### src/rtl/mexp_pkg.sv
// Package: widths, register indexes and defaults for the modular exponentiation block
`timescale 1ns / 1ps
package mexp_pkg;
    localparam int unsigned WIDTH_DEF   = 32;
    localparam int unsigned CFG_IDX_W   = 8;
    localparam logic [CFG_IDX_W-1:0] REG_MODULUS  = 8'd0;
    localparam logic [CFG_IDX_W-1:0] REG_EXPONENT = 8'd1;
endpackage

### src/rtl/modular_exponentiation.sv
// Top level: bit-serial right-to-left binary modular exponentiation
//
// Channels: cfg (cfg_valid/cfg_ready, cfg_index, cfg_data) writes register 0
// (modulus, reset 1) or 1 (exponent, reset 0); other indexes are dropped.
// Write only while idle. Input transfer (valid/ready, base) starts one
// exponentiation; output transfer (out_valid/out_ready, power_mod,
// zero_modulus) returns one result per item.
// Sequence: a zero modulus or zero exponent goes straight to the result.
// Otherwise the base is first reduced, then per exponent bit up to the top
// set bit: one shift-and-add multiply for the square and, where the bit is
// set, one for the product, each with a set-up step, a doubling step per
// bit of its multiplier and an add step per set bit of it, through the
// single shared modular adder.
// One item at a time. A finished result sits in the output register; while
// the receiver stalls, ready stays low. Reset clears control state and sets
// the registers to their reset values.
`timescale 1ns / 1ps
module modular_exponentiation
    import mexp_pkg::*;
#(
    parameter int unsigned WIDTH = WIDTH_DEF
)
(
    input  logic                 clk,
    input  logic                 rst_n,
    input  logic                 cfg_valid,
    output logic                 cfg_ready,
    input  logic [CFG_IDX_W-1:0] cfg_index,
    input  logic [WIDTH-1:0]     cfg_data,
    input  logic                 valid,
    output logic                 ready,
    input  logic [WIDTH-1:0]     base,
    output logic                 out_valid,
    input  logic                 out_ready,
    output logic [WIDTH-1:0]     power_mod,
    output logic                 zero_modulus
);
    localparam int unsigned CW = $clog2(WIDTH + 1);

    typedef enum logic [2:0] {S_IDLE, S_RED, S_MUL, S_NEXT, S_DONE} state_t;

    state_t           state_reg;
    logic [WIDTH-1:0] mod_reg, exp_reg;
    logic [WIDTH-1:0] e_reg, sq_reg, acc_reg, r_reg, a_reg, b_reg, base_reg;
    logic [CW-1:0]    cnt_reg;
    logic             dbl_reg;   // 0: doubling step, 1: conditional add step
    logic             which_reg; // 0: product multiply, 1: square multiply
    logic             vout_reg, zm_reg;
    logic [WIDTH-1:0] res_reg;

    assign cfg_ready    = 1'b1;
    assign ready        = (state_reg == S_IDLE) && !vout_reg;
    assign out_valid    = vout_reg;
    assign power_mod    = res_reg;
    assign zero_modulus = zm_reg;

    // shared modular adder: (x + y) mod m for x, y < m
    logic [WIDTH-1:0] add_x, add_y, add_room, add_sum;
    always_comb
    begin
        add_x    = r_reg;
        add_y    = dbl_reg ? a_reg : r_reg;
        add_room = mod_reg - add_x;
        add_sum  = (add_y >= add_room) ? (add_y - add_room) : (add_x + add_y);
    end

    // reduction of the base: restoring, one bit per cycle
    logic [WIDTH:0]   red_sh;
    logic             red_ge;
    always_comb
    begin
        red_sh = {r_reg, base_reg[WIDTH-1]};
        red_ge = red_sh >= {1'b0, mod_reg};
    end

    logic [WIDTH-1:0] one_mod;
    assign one_mod = (mod_reg == {{(WIDTH-1){1'b0}}, 1'b1}) ? '0 : {{(WIDTH-1){1'b0}}, 1'b1};

    always_ff @(posedge clk or negedge rst_n)
    begin
        if (!rst_n)
        begin
            state_reg <= S_IDLE;
            mod_reg   <= {{(WIDTH-1){1'b0}}, 1'b1};
            exp_reg   <= '0;
            vout_reg  <= 1'b0;
            zm_reg    <= 1'b0;
            res_reg   <= '0;
            cnt_reg   <= '0;
            dbl_reg   <= 1'b0;
            which_reg <= 1'b0;
        end
        else
        begin
            if (cfg_valid)
            begin
                if (cfg_index == REG_MODULUS)
                    mod_reg <= cfg_data;
                else if (cfg_index == REG_EXPONENT)
                    exp_reg <= cfg_data;
            end
            if (vout_reg && out_ready)
                vout_reg <= 1'b0;
            unique case (state_reg)
                S_IDLE:
                begin
                    if (valid && ready)
                    begin
                        base_reg <= base;
                        e_reg    <= exp_reg;
                        r_reg    <= '0;
                        cnt_reg  <= CW'(WIDTH);
                        if (mod_reg == '0)
                        begin
                            res_reg <= '0;
                            zm_reg  <= 1'b1;
                            state_reg <= S_DONE;
                        end
                        else if (exp_reg == '0)
                        begin
                            res_reg <= {{(WIDTH-1){1'b0}}, 1'b1};
                            zm_reg  <= 1'b0;
                            state_reg <= S_DONE;
                        end
                        else
                        begin
                            zm_reg    <= 1'b0;
                            state_reg <= S_RED;
                        end
                    end
                end
                S_RED:
                begin
                    base_reg <= {base_reg[WIDTH-2:0], 1'b0};
                    r_reg    <= red_ge ? WIDTH'(red_sh - {1'b0, mod_reg}) : red_sh[WIDTH-1:0];
                    cnt_reg  <= cnt_reg - CW'(1);
                    if (cnt_reg == CW'(1))
                    begin
                        sq_reg  <= red_ge ? WIDTH'(red_sh - {1'b0, mod_reg})
                                          : red_sh[WIDTH-1:0];
                        acc_reg <= one_mod;
                        state_reg <= S_NEXT;
                    end
                end
                S_NEXT:
                begin
                    r_reg   <= '0;
                    dbl_reg <= 1'b0;
                    cnt_reg <= CW'(WIDTH);
                    if (e_reg == '0)
                    begin
                        res_reg   <= acc_reg;
                        state_reg <= S_DONE;
                    end
                    else if (e_reg[0] && !which_reg)
                    begin
                        a_reg     <= acc_reg;
                        b_reg     <= sq_reg;
                        state_reg <= S_MUL;
                    end
                    else
                    begin
                        which_reg <= 1'b1;
                        a_reg     <= sq_reg;
                        b_reg     <= sq_reg;
                        state_reg <= S_MUL;
                    end
                end
                S_MUL:
                begin
                    if (!dbl_reg)
                    begin
                        r_reg   <= add_sum;
                        dbl_reg <= b_reg[WIDTH-1];
                        if (!b_reg[WIDTH-1])
                        begin
                            b_reg   <= {b_reg[WIDTH-2:0], 1'b0};
                            cnt_reg <= cnt_reg - CW'(1);
                        end
                    end
                    else
                    begin
                        r_reg   <= add_sum;
                        dbl_reg <= 1'b0;
                        b_reg   <= {b_reg[WIDTH-2:0], 1'b0};
                        cnt_reg <= cnt_reg - CW'(1);
                    end
                    if (((!dbl_reg && !b_reg[WIDTH-1]) || dbl_reg) && cnt_reg == CW'(1))
                    begin
                        state_reg <= S_NEXT;
                        if (which_reg)
                        begin
                            sq_reg    <= add_sum;
                            which_reg <= 1'b0;
                            e_reg     <= e_reg >> 1;
                        end
                        else
                        begin
                            acc_reg   <= add_sum;
                            which_reg <= 1'b1;
                        end
                    end
                end
                S_DONE:
                begin
                    if (!vout_reg)
                    begin
                        vout_reg  <= 1'b1;
                        state_reg <= S_IDLE;
                    end
                end
                default: state_reg <= S_IDLE;
            endcase
        end
    end
endmodule

### config.mk
export PLATFORM = sky130hd
export DESIGN_NAME = modular_exponentiation
export DESIGN_NICKNAME = d
export VERILOG_FILES = /design/src/rtl/mexp_pkg.sv /design/src/rtl/modular_exponentiation.sv
export SDC_FILE = /design/constraint.sdc
export NUM_CORES = 1
export LEC_CHECK = 0
export ABC_AREA = 1
export BUFFER_PORTS_ARGS = -buffer_cell sky130_fd_sc_hd__clkbuf_2
export CAP_MARGIN = 40
export CORE_MARGIN = 8
export CORE_UTILIZATION = 35
export CTS_BUF_LIST = sky130_fd_sc_hd__clkbuf_2 sky130_fd_sc_hd__clkbuf_4 sky130_fd_sc_hd__clkbuf_8
export DETAILED_ROUTE_END_ITERATION = 10
export SLEW_MARGIN = 0
export SYNTH_ARGS = -nofsm -noshare
export SYNTH_HDL_FRONTEND = slang
export SYNTH_SLANG_ARGS = --single-unit
### constraint.sdc
create_clock -name clk -period 9.9 [get_ports clk]
set_input_delay 1.485 -clock clk [delete_from_list [all_inputs] [get_ports clk]]
set_output_delay 1.485 -clock clk [all_outputs]
set_load 0.05 [all_outputs]
=== Yosys cells after proc, flatten, opt, wreduce, memory -nomap -nowiden ===
Cells that the tools add are included.

* Register bits: 333
* Output and inout port bits: 36

* Muxes and demuxes: 53
* Reduce and logical (&&, ||, !) cells: 37
* Order comparisons: 2
* Equal/unequal tests: 18
* Bitwise operators: 2
* Add/subtract/negate cells: 5

{| class="wikitable"
|+ Operators by type and width
! kind !! count
|-
| two-way mux 32 bit || 22
|-
| one-hot mux 32 bit (2 select lines) || 6
|-
| one-hot mux 32 bit (4 select lines) || 1
|-
| zero test 32 bit || 3
|-
| subtractor 32 bit || 3
|-
| >= comparator 33 x 32 -> 1 bit || 1
|-
| adder 32 bit || 1
|-
| == test 32 x 1 -> 1 bit (second input constant) || 1
|-
| >= comparator 32 bit || 1
|-
| one-hot mux 6 bit (4 select lines) || 1
|-
| two-way mux 3 bit || 7
|-
| two-way mux 6 bit || 3
|-
| AND reduction 3 bit || 6
|-
| != test 2 bit (second input constant) || 8
|-
| AND reduction 4 bit || 4
|-
| one-hot mux 3 bit (5 select lines) || 1
|-
| AND reduction 5 bit || 3
|-
| two-way mux 1 bit || 10
|-
| nonzero test 2 bit || 5
|-
| == test 8 x 1 -> 1 bit (second input constant) || 1
|-
| zero test 8 bit || 1
|-
| == test 3 x 2 -> 1 bit (second input constant) || 2
|-
| == test 6 x 1 -> 1 bit (second input constant) || 1
|-
| logical AND 1 bit || 6
|-
| 13 further kinds || 19
|}

=== Longest topological paths before layout ===
Gate-level depths: netlist (run 1).

* Depth in word-level cells: 6
* Depth in mapped cells: 28
* Mapped depth without buffers: 27

=== Worst setup path after synthesis (run 1) ===
No wires, ideal clock.

* Path kind: input -> register
* From: input port rst_n
* To: register b_reg[0] (enable)
* Path slack: 4743 ps
* Arrival time: 4660 ps
* Stages on the path: 2
* Library setup time: 497 ps
* Cells stage by stage: inv_1 > nor4_1

* Longest elaborated chain between the ends: 1

{| class="wikitable"
|+ Ends and longest elaborated chain
! element !! line !! RTL
|-
| start, declared || modular_exponentiation.sv:25 || <nowiki>input logic rst_n,</nowiki>
|-
| AND reduction 4 bit (no line) || - ||
|-
| end signal, assigned || modular_exponentiation.sv:158 || <nowiki>b_reg <= sq_reg;</nowiki>
|-
| end signal, assigned || modular_exponentiation.sv:165 || <nowiki>b_reg <= sq_reg;</nowiki>
|-
| end signal, assigned || modular_exponentiation.sv:177 || <nowiki>b_reg <= {b_reg[WIDTH-2:0], 1'b0};</nowiki>
|-
| end, declared || modular_exponentiation.sv:44 || <nowiki>logic [WIDTH-1:0] e_reg, sq_reg, acc_reg, r_reg, a_reg, b_reg, base_reg;</nowiki>
|}

No other way between the ends.
A chain may end at the register's enable or synchronous reset.

=== Worst setup path in the final report (run 1) ===
* From: register r_reg[0] (netlist: add_x[0])
* To: register sq_reg[27], data pin

* Longest elaborated chain between the ends: 6

{| class="wikitable"
|+ Ends and longest elaborated chain
! element !! line !! RTL
|-
| start, declared || modular_exponentiation.sv:44 ||
|-
| start signal, assigned || modular_exponentiation.sv:135 || <nowiki>r_reg <= red_ge ? WIDTH'(red_sh - {1'b0, mod_reg}) : red_sh[WIDTH-1:0];</nowiki>
|-
| start signal, assigned || modular_exponentiation.sv:173 || <nowiki>r_reg <= add_sum;</nowiki>
|-
| start signal, assigned || modular_exponentiation.sv:183 || <nowiki>r_reg <= add_sum;</nowiki>
|-
| subtractor 32 bit / two-way mux 32 bit (equally long branches) || modular_exponentiation.sv:63, modular_exponentiation.sv:62 ||
|-
| subtractor 32 bit (tied with other cells) || modular_exponentiation.sv:64 || <nowiki>add_sum = (add_y >= add_room) ? (add_y - add_room) : (add_x + add_y);</nowiki>
|-
| two-way mux 32 bit || modular_exponentiation.sv:64 ||
|-
| two-way mux 32 bit || modular_exponentiation.sv:191 || <nowiki>if (which_reg)</nowiki>
|-
| two-way mux 32 bit || modular_exponentiation.sv:188 || <nowiki>if (((!dbl_reg && !b_reg[WIDTH-1]) || dbl_reg) && cnt_reg == CW'(1))</nowiki>
|-
| one-hot mux 32 bit (2 select lines) * || modular_exponentiation.sv:104 || <nowiki>unique case (state_reg)</nowiki>
|-
| end signal, assigned || modular_exponentiation.sv:139 || <nowiki>sq_reg <= red_ge ? WIDTH'(red_sh - {1'b0, mod_reg})</nowiki>
|-
| end signal, assigned || modular_exponentiation.sv:193 || <nowiki>sq_reg <= add_sum;</nowiki>
|-
| end, declared || modular_exponentiation.sv:44 ||
|}

Every way passes the cells marked *; elsewhere a longest branch is shown, timed or not. The select of a mux whose other input is x is not followed.

==> results of run 1 <==
worst max-delay path, delay by kind of cell (launching register included):
| kind | cells | cell delay [ps] |
|---|---|---|
| buf+inv | 3 | 460 |
| flops | 1 | 480 |
| compound gates | 4 | 1320 |
| simple gates | 12 | 1470 |
| fa+ha+maj | 3 | 980 |
| xor+xnor | 1 | 240 |
path summary, 6_finish.rpt:
kind	cells past startpoint	slack [ps]	start	end
setup reg to reg	23	4810	add_x[0]	sq_reg[27]
min in group asynchronous	1	800	rst_n	cnt_reg[1]
hold reg to reg	2	470	power_mod[2]	power_mod[2]
hold / removal	2	470	power_mod[2]	power_mod[2]
setup / recovery	23	4810	add_x[0]	sq_reg[27]
max in group asynchronous	3	7940	rst_n	power_mod[31]
cells by family after synthesis:
family          Yosys count  synth area share, %
compound gates          316                 6.81
fa+ha+maj               132                 6.92
xor+xnor                 74                 2.67
simple gates           2000                 33.9
buf+inv                 676                 10.7
flops                   333                 38.9
other cells               1               0.0154
routing by layer:
layer | routed length [µm] | up-vias
met5 | 13 | -
met2 | 37700 | 821
li1 | - | 11373
met1 | 37900 | 10435
met4 | 3740 | 2
met3 | 7430 | 168
cell type report:
class | count | area, µm² | share of cell area (%)
clock inverter | 27 | 155 | 0.571
multi-input combinational | 2523 | 12300 | 45.3
tap | 931 | 1160 | 4.29
timing repair buffer | 135 | 796 | 2.93
sequential | 333 | 9460 | 34.8
antenna | 2 | 5.00 | 0.0184
inverter | 595 | 2230 | 8.22
clock buffer | 87 | 1050 | 3.85
cell usage in the layout, fill, tap and decap left out, types with 107 or more instances in the layout:
cell	instances
a21oi_1	109
dfrtp_1	107
nand3_1	260
clkbuf_2	110
inv_1	591
edfxtp_1	224
ha_1	128
nor2_1	175
o21ai_0	172
nand2_1	1411
stage by stage:
stage	hold slack [ps]	instance area, µm²	std cells	utilization (%)	setup WS (ps)
6_report	467	27200	4633	39.5	4810
4_1_cts	472	27200	4631	39.5	4940
2_1_floorplan	451	24300	3532	-	4740
3_5_place_dp	459	26000	4517	37.8	4960
5_1_grt	479	27200	4632	39.5	4470
3_3_place_gp	454	25900	4512	37.7	5050
==> metrics list, run 1 <==
- Primary flip-flop cell chosen by synthesis mapping: edfxtp_1
- For met1 alone, demand over resource in global routing was 28.9%.
- Tightest Hold Check Type: reg2reg
- In the routed layout, each cell is associated on average with a via count of 4.92.
* Width of the chip: 280 µm
* Setup TNS Final: 0 ps
- Max Slew Vio Count: 0
- Biggest area consumer among synthesized cells: edfxtp_1
- The critical path in this run is classified as reg2reg.
- Kind of end point of the critical path: flip-flop
- Number of antenna-violating nets in the routed design: 0
- Total of flip-flops plus latches after synthesis: 333
- First-pass DRT Iterations: 6
- Met2 track utilization from global routing: 33.9%
- Largest stage delay, worst path: 480 ps
* Initial drt markers: 2104
- The routed design has 86.8 mm of wire.
* Critical path startpoint category: flip-flop
* Count of filler cells inserted in the layout: 7343
- A synthesized cell averages 6.88 µm².
- After clock tree synthesis, the setup repair step added 0 buffers.
- Most Used Layer, Global Route: met2
* Max Buffers Root-to-Sink: 3
- Hold Violations, Final: 0
- Pin placement for this block handled 113 I/O pins.
- Setup repair after global routing left no endpoint under its margin.
* Number of antenna violations at the first check in global routing: 3
* Aggregate global-route resource usage: 21.8%
- Number of global-route vias before repair: 21726
* Post-layout nets: 3857
- Required arrival time at the worst endpoint: 10460 ps
* Post-CTS Hold Buffers: 0
- In the synthesized netlist the async set-or-reset flop fraction comes to 32.7%.
- Global-route wire length before repair: 132 mm
- Counting every instance in the synthesized netlist gives 3532.
* Slowest cell on crit path: edfxtp_1
- At the later pin of the worst-skew pair, clock insertion delay measures 700 ps.
* Tightest slew margin relative to the limit: 41.8%
* Post-detail-place hpwl: 69.1 mm
- The flow ran to the end, and the final reports show no timing, DRC or antenna violations.
- Summing every instance area after synthesis gives 24300 µm².
* Setup-violating endpoint count in the final report: 0
* Number of levels in the clock H-tree: 2
* Peak fanout along the critical path: 16
- Subtracting the final worst setup slack from the clock period gives 5090 ps.
* Slew at the pin closest to its max-slew limit: 873 ps
* Global placement routability congestion: 0.990
* Yosys synthesis warning count: 0
* Quantity of gates resized following cts: 0
- Total via count after detailed routing: 22799
- # port buffers: 111
- Rows: 96
* Largest cells by area after synthesis: edfxtp_1 (28%), nand2_1 (22%), dfrtp_1 (11%)
* Cell with the most instances after synthesis: nand2_1
- Relative to the synthesized area, the layout overhead comes to 11.8%.
- Clock tree synthesis inserted a total of 60 buffers.
- Most used cell along the critical path: nand2_1
* Synth top cells by count: nand2_1 (1411), inv_1 (592), nand3_1 (262)
* Buffer cell driving the clock tree root: clkbuf_8
* Worst clock skew: 56.6 ps
- After layout, the worst path uses 51.4% of the clock period.
- Initial standard-cell utilization of the core: 35.4%
- Placeable core region: 68700 µm²
- Critical path arrival: 5650 ps
* F_max: 197 MHz
- Ordered cell list for the critical path: ha_1 > inv_1 > fa_1 > nand3_1 > nand2_1 > a21oi_1 > o21ai_0 > nand2_1 > nand2_1 > xnor2_1 > ha_1 > nand2_1 > inv_1 > nand2_1 > nand2_1 > a21oi_1 > nand3_2 > a21oi_2 > buf_4 > nand3_1 > nand2_1 > nand2_2 > nand2_1
- Post-synth top area share: 27.7%
* Clk pin slew, worst setup/hold paths: 60 ps
* Clock sink count: 333
- After detailed routing, the number of remaining DRC violations is 0.
* Post-synth net total: 3741
- The die is 280 µm tall.
* Per-cell routed wire length: 18.7 µm
- TritonCTS clock tree: done
- Max-cap check violation count: 0
* Global route overflow: 0
- For met3 alone, demand over resource in global routing was 5.35%.
* Number of distinct library cells after synthesis: 47
* Portion of the post-synthesis area used by sequential elements: 38.9%
* Pin count of the biggest net entering global routing: 65
- Share of final-layout standard cells stronger than drive strength 1: 7.97%
- EDFF count, synth: 224
* DIE AREA: 78100 µm²
Power of run 1 is left out: the tool's default activity adds up to more than one toggle a clock period on the data nets, which glitch-free logic cannot reach.
==> run 2: changes to the inputs <==
- ABC_AREA: 1 -> 0
- clock period: 9.9 -> 4.9 ns (I/O delays scaled with it)
==> run 2 against run 1 <==
The flow now finishes with violations (setup timing). Critical endpoint is now acc_reg[27]. Wire length is 22% lower. Die area is 12% lower. Clock skew is 32 ps lower. Highest routed layer is now met4. Sequential share of layout area is 1.8 points higher. Sequential cell count stayed put. Register-to-register slack worse by 5000 ps. Cell count is 27% lower.
==> metrics list, run 2 <==
- The flow ran to the end, but the final reports show violations.
* Failing checks: setup timing
* Worst flop-to-flop path endpoint: acc_reg[27]
* Number of distinct library cells after synthesis: 80
- Share of final-layout standard cells stronger than drive strength 1: 23.5%
- After synthesis, the share of flip-flops with an asynchronous set or reset is 32.7%.
* Max Buffers Root-to-Sink: 3
- Summed over all layers, the routed wires come to 67.7 mm.
- Clock tree synthesis found a total of 333 sinks.
- F_max: 195 MHz
* Setup-violating endpoint count in the final report: 62
* Detail-routed via count per cell: 5.40
* Register-to-Register Setup Slack: -220 ps
* Required arrival time at the worst endpoint: 5300 ps
- Initial drt markers: 1862
- Setup slack on the critical path of the routed design comes to -224 ps.
* Final standard cell count with taps included and fillers excluded: 3367
* Largest cells by area after synthesis: edfxtp_1 (32%), dfrtp_1 (13%), nand2_1 (8.4%)
- Synth top cells by count: nand2_1 (471), edfxtp_1 (224), o21ai_0 (212)
- Summing all multi-input logic gate instances after layout gives 11400 µm².
- After detailed routing, the number of remaining DRC violations is 0.
- First-pass DRT Iterations: 8
* Reg-to-Reg Start: mod_reg[0]
- The worst path uses 105% of the clock period.
* Final instance area: 25800 µm²
- Most used cell along the critical path: a21o_1
- EDFF count, synth: 224
* Number of levels in the clock H-tree: 2
- The initial antenna violation count was 1.
* # port buffers: 111
- Area growth from synthesis to layout: 22.2%
- Depth of the most critical reg-to-reg path: 28
* TritonCTS clock tree: done
- Global route overflow: 0
- Placed instance count: 3236
- Placed cell areas: 23800 µm²
- DIE AREA: 68500 µm²
- The total count of max-transition violations in the final report is 0.
- After floorplanning, the core was sized to cover 60000 µm².
- Global placement routability congestion: 1.00
* Per-cell routed wire length: 20.1 µm
* Post-synthesis cell count: 2262
- WHS Endpoint: out_valid
- The tool flagged a number of max-cap violations equal to 0.
- The library cells used most frequently in the layout, excluding fill and tap cells, are nand2_1 (465), edfxtp_1 (224), buf_4 (187).
* Kind of critical path: reg2reg
- For this run, the post-layout net count is 2746.
- Summing the sequential cell areas from Yosys gives 44.7% of the chip area.
- Slew at the pin closest to its max-slew limit: 715 ps
* Largest stage delay, worst path: 370 ps
* Tightest Hold Check Type: in2reg
- Number of global-route vias before repair: 17845
* Cell with the most instances after synthesis: nand2_1
- Fill cells in the final layout number 5769.
- In this run the horizontal extent of the chip is 262 µm.
- Critical path arrival: 5530 ps
- Total of flip-flops plus latches after synthesis: 333
* Worst clock skew: 24.1 ps
* Buffer cell driving the clock tree root: clkbuf_8
* Min-Delay Path Depth: 2
- For the finished layout, the period the worst path requires is 5120 ps.
- Among all flip-flop cells after synthesis, the most frequent one is edfxtp_1.
* Most common cell after layout, fill and taps aside: nand2_1
- Initial standard-cell utilization of the core: 35.2%
- Inserted Clock Buffers: 55
* Pin count of the biggest net entering global routing: 112
* Global-route wire length before repair: 105 mm
* Number of antenna-violating nets in the routed design: 0
- Clk pin slew, worst setup/hold paths: 60 ps
- In this run the core area contains 90 standard-cell rows.
* Average cell area after synthesis: 9.35 µm²
- STA classifies the critical path endpoint as a flip-flop.
- In this run the most critical hold path is launched from out_ready.
* Yosys synthesis warning count: 0
- Detailed routing inserted a total of 18168 vias.
- Once detailed placement completed, the half-perimeter wirelength came to 52.7 mm.
- Hold Violations, Final: 0
- In this run the worst path has a maximum fanout of 7.
- Post-synth net total: 2471
- The worst pin sits at a relative slew slack of 51.9%.
- The top cell type by area accounts for 31.8% of the synthesized area.
- Critical path startpoint category: flip-flop
* I/O pin total: 113
* Slowest cell on crit path: dfstp_2
* Sequential Area: 9460 µm²
- Setup repair after global routing could not meet its margin everywhere.
* Synthesized area: 21100 µm²
* Biggest area consumer among synthesized cells: edfxtp_1
* Aggregate global-route resource usage: 19.6%
- Chip Height: 262 µm
- The later pin in the worst-skew pair is clocked with a latency of 650 ps.
## run 2: metal layers
metal / up-vias / share of wire, % / track usage (%)
met5: - / 0 / 0
met1: 8816 / 45 / 27.2
met2: 583 / 45 / 31.2
met3: 100 / 6.4 / 3.05
li1: 8669 / - / -
met4: 0 / 2.7 / 5.96
## run 2: logic make-up after synthesis
family | after synthesis | synth area share (%)
adders and majority gates | 132 | 7.95
DFF | 333 | 44.7
and+or+nand+nor | 784 | 16.1
AOI/OAI and AO/OA | 579 | 17.1
other | 1 | 0.0177
muxes | 104 | 5.33
xor gates and xnor gates | 114 | 4.72
buffers and inverters | 215 | 4.08
## run 2: worst max path at each step
stage / startpoint / endpoint / slack (ps) / cells past startpoint
global route: mod_reg[0] / add_x[29] / -410 / 24
floorplan: add_x[0] / add_x[29] / -70 / 24
global placement: add_x[8] / add_x[29] / -450 / 22
CTS: mod_reg[0] / add_x[29] / -200 / 26
detailed placement: add_x[8] / add_x[29] / -570 / 22
finish: mod_reg[0] / acc_reg[27] / -220 / 28
## run 2: timing repair
item,in CTS,in global routing
resized for setup,93,79
endpoints found under the hold margin,11,0
pin swaps,54,8
setup buffers,20,7
hold buffers,1,0
gates cloned,1,0
setup endpoints to repair,96,96
## run 2: through the flow
step / setup TNS (ps) / util, % / setup slack, ps / hold WS, ps
final: -4460 / 43.0 / -224 / 270
after global routing: -24290 / 43.0 / -412 / 230
after CTS: -5840 / 42.5 / -199 / 228
after detailed placement: -37850 / 39.6 / -573 / 472
after global placement: -29750 / 39.6 / -447 / 465
after floorplan: -74.0 / - / -74.0 / 439
## run 2: area by class of cell
class	instances	area share [%]
inverters	115	1.67
multi-input cells	1714	44.2
clock buffers	78	3.77
diodes	1	0.00969
clock inverters	26	1.02
repair buffers	318	8.89
flip-flops and latches	333	36.6
well taps	782	3.79
## run 2: critical path: cells and delay by family, from the launching register on
kind | cells | cell delay, ps
AOI/OAI and AO/OA | 16 | 2810
xor gates and xnor gates | 1 | 110
adders and majority gates | 3 | 660
buffers and inverters | 6 | 610
DFF | 1 | 370
and+or+nand+nor | 2 | 330
Power of run 2 is left out for the same reason.
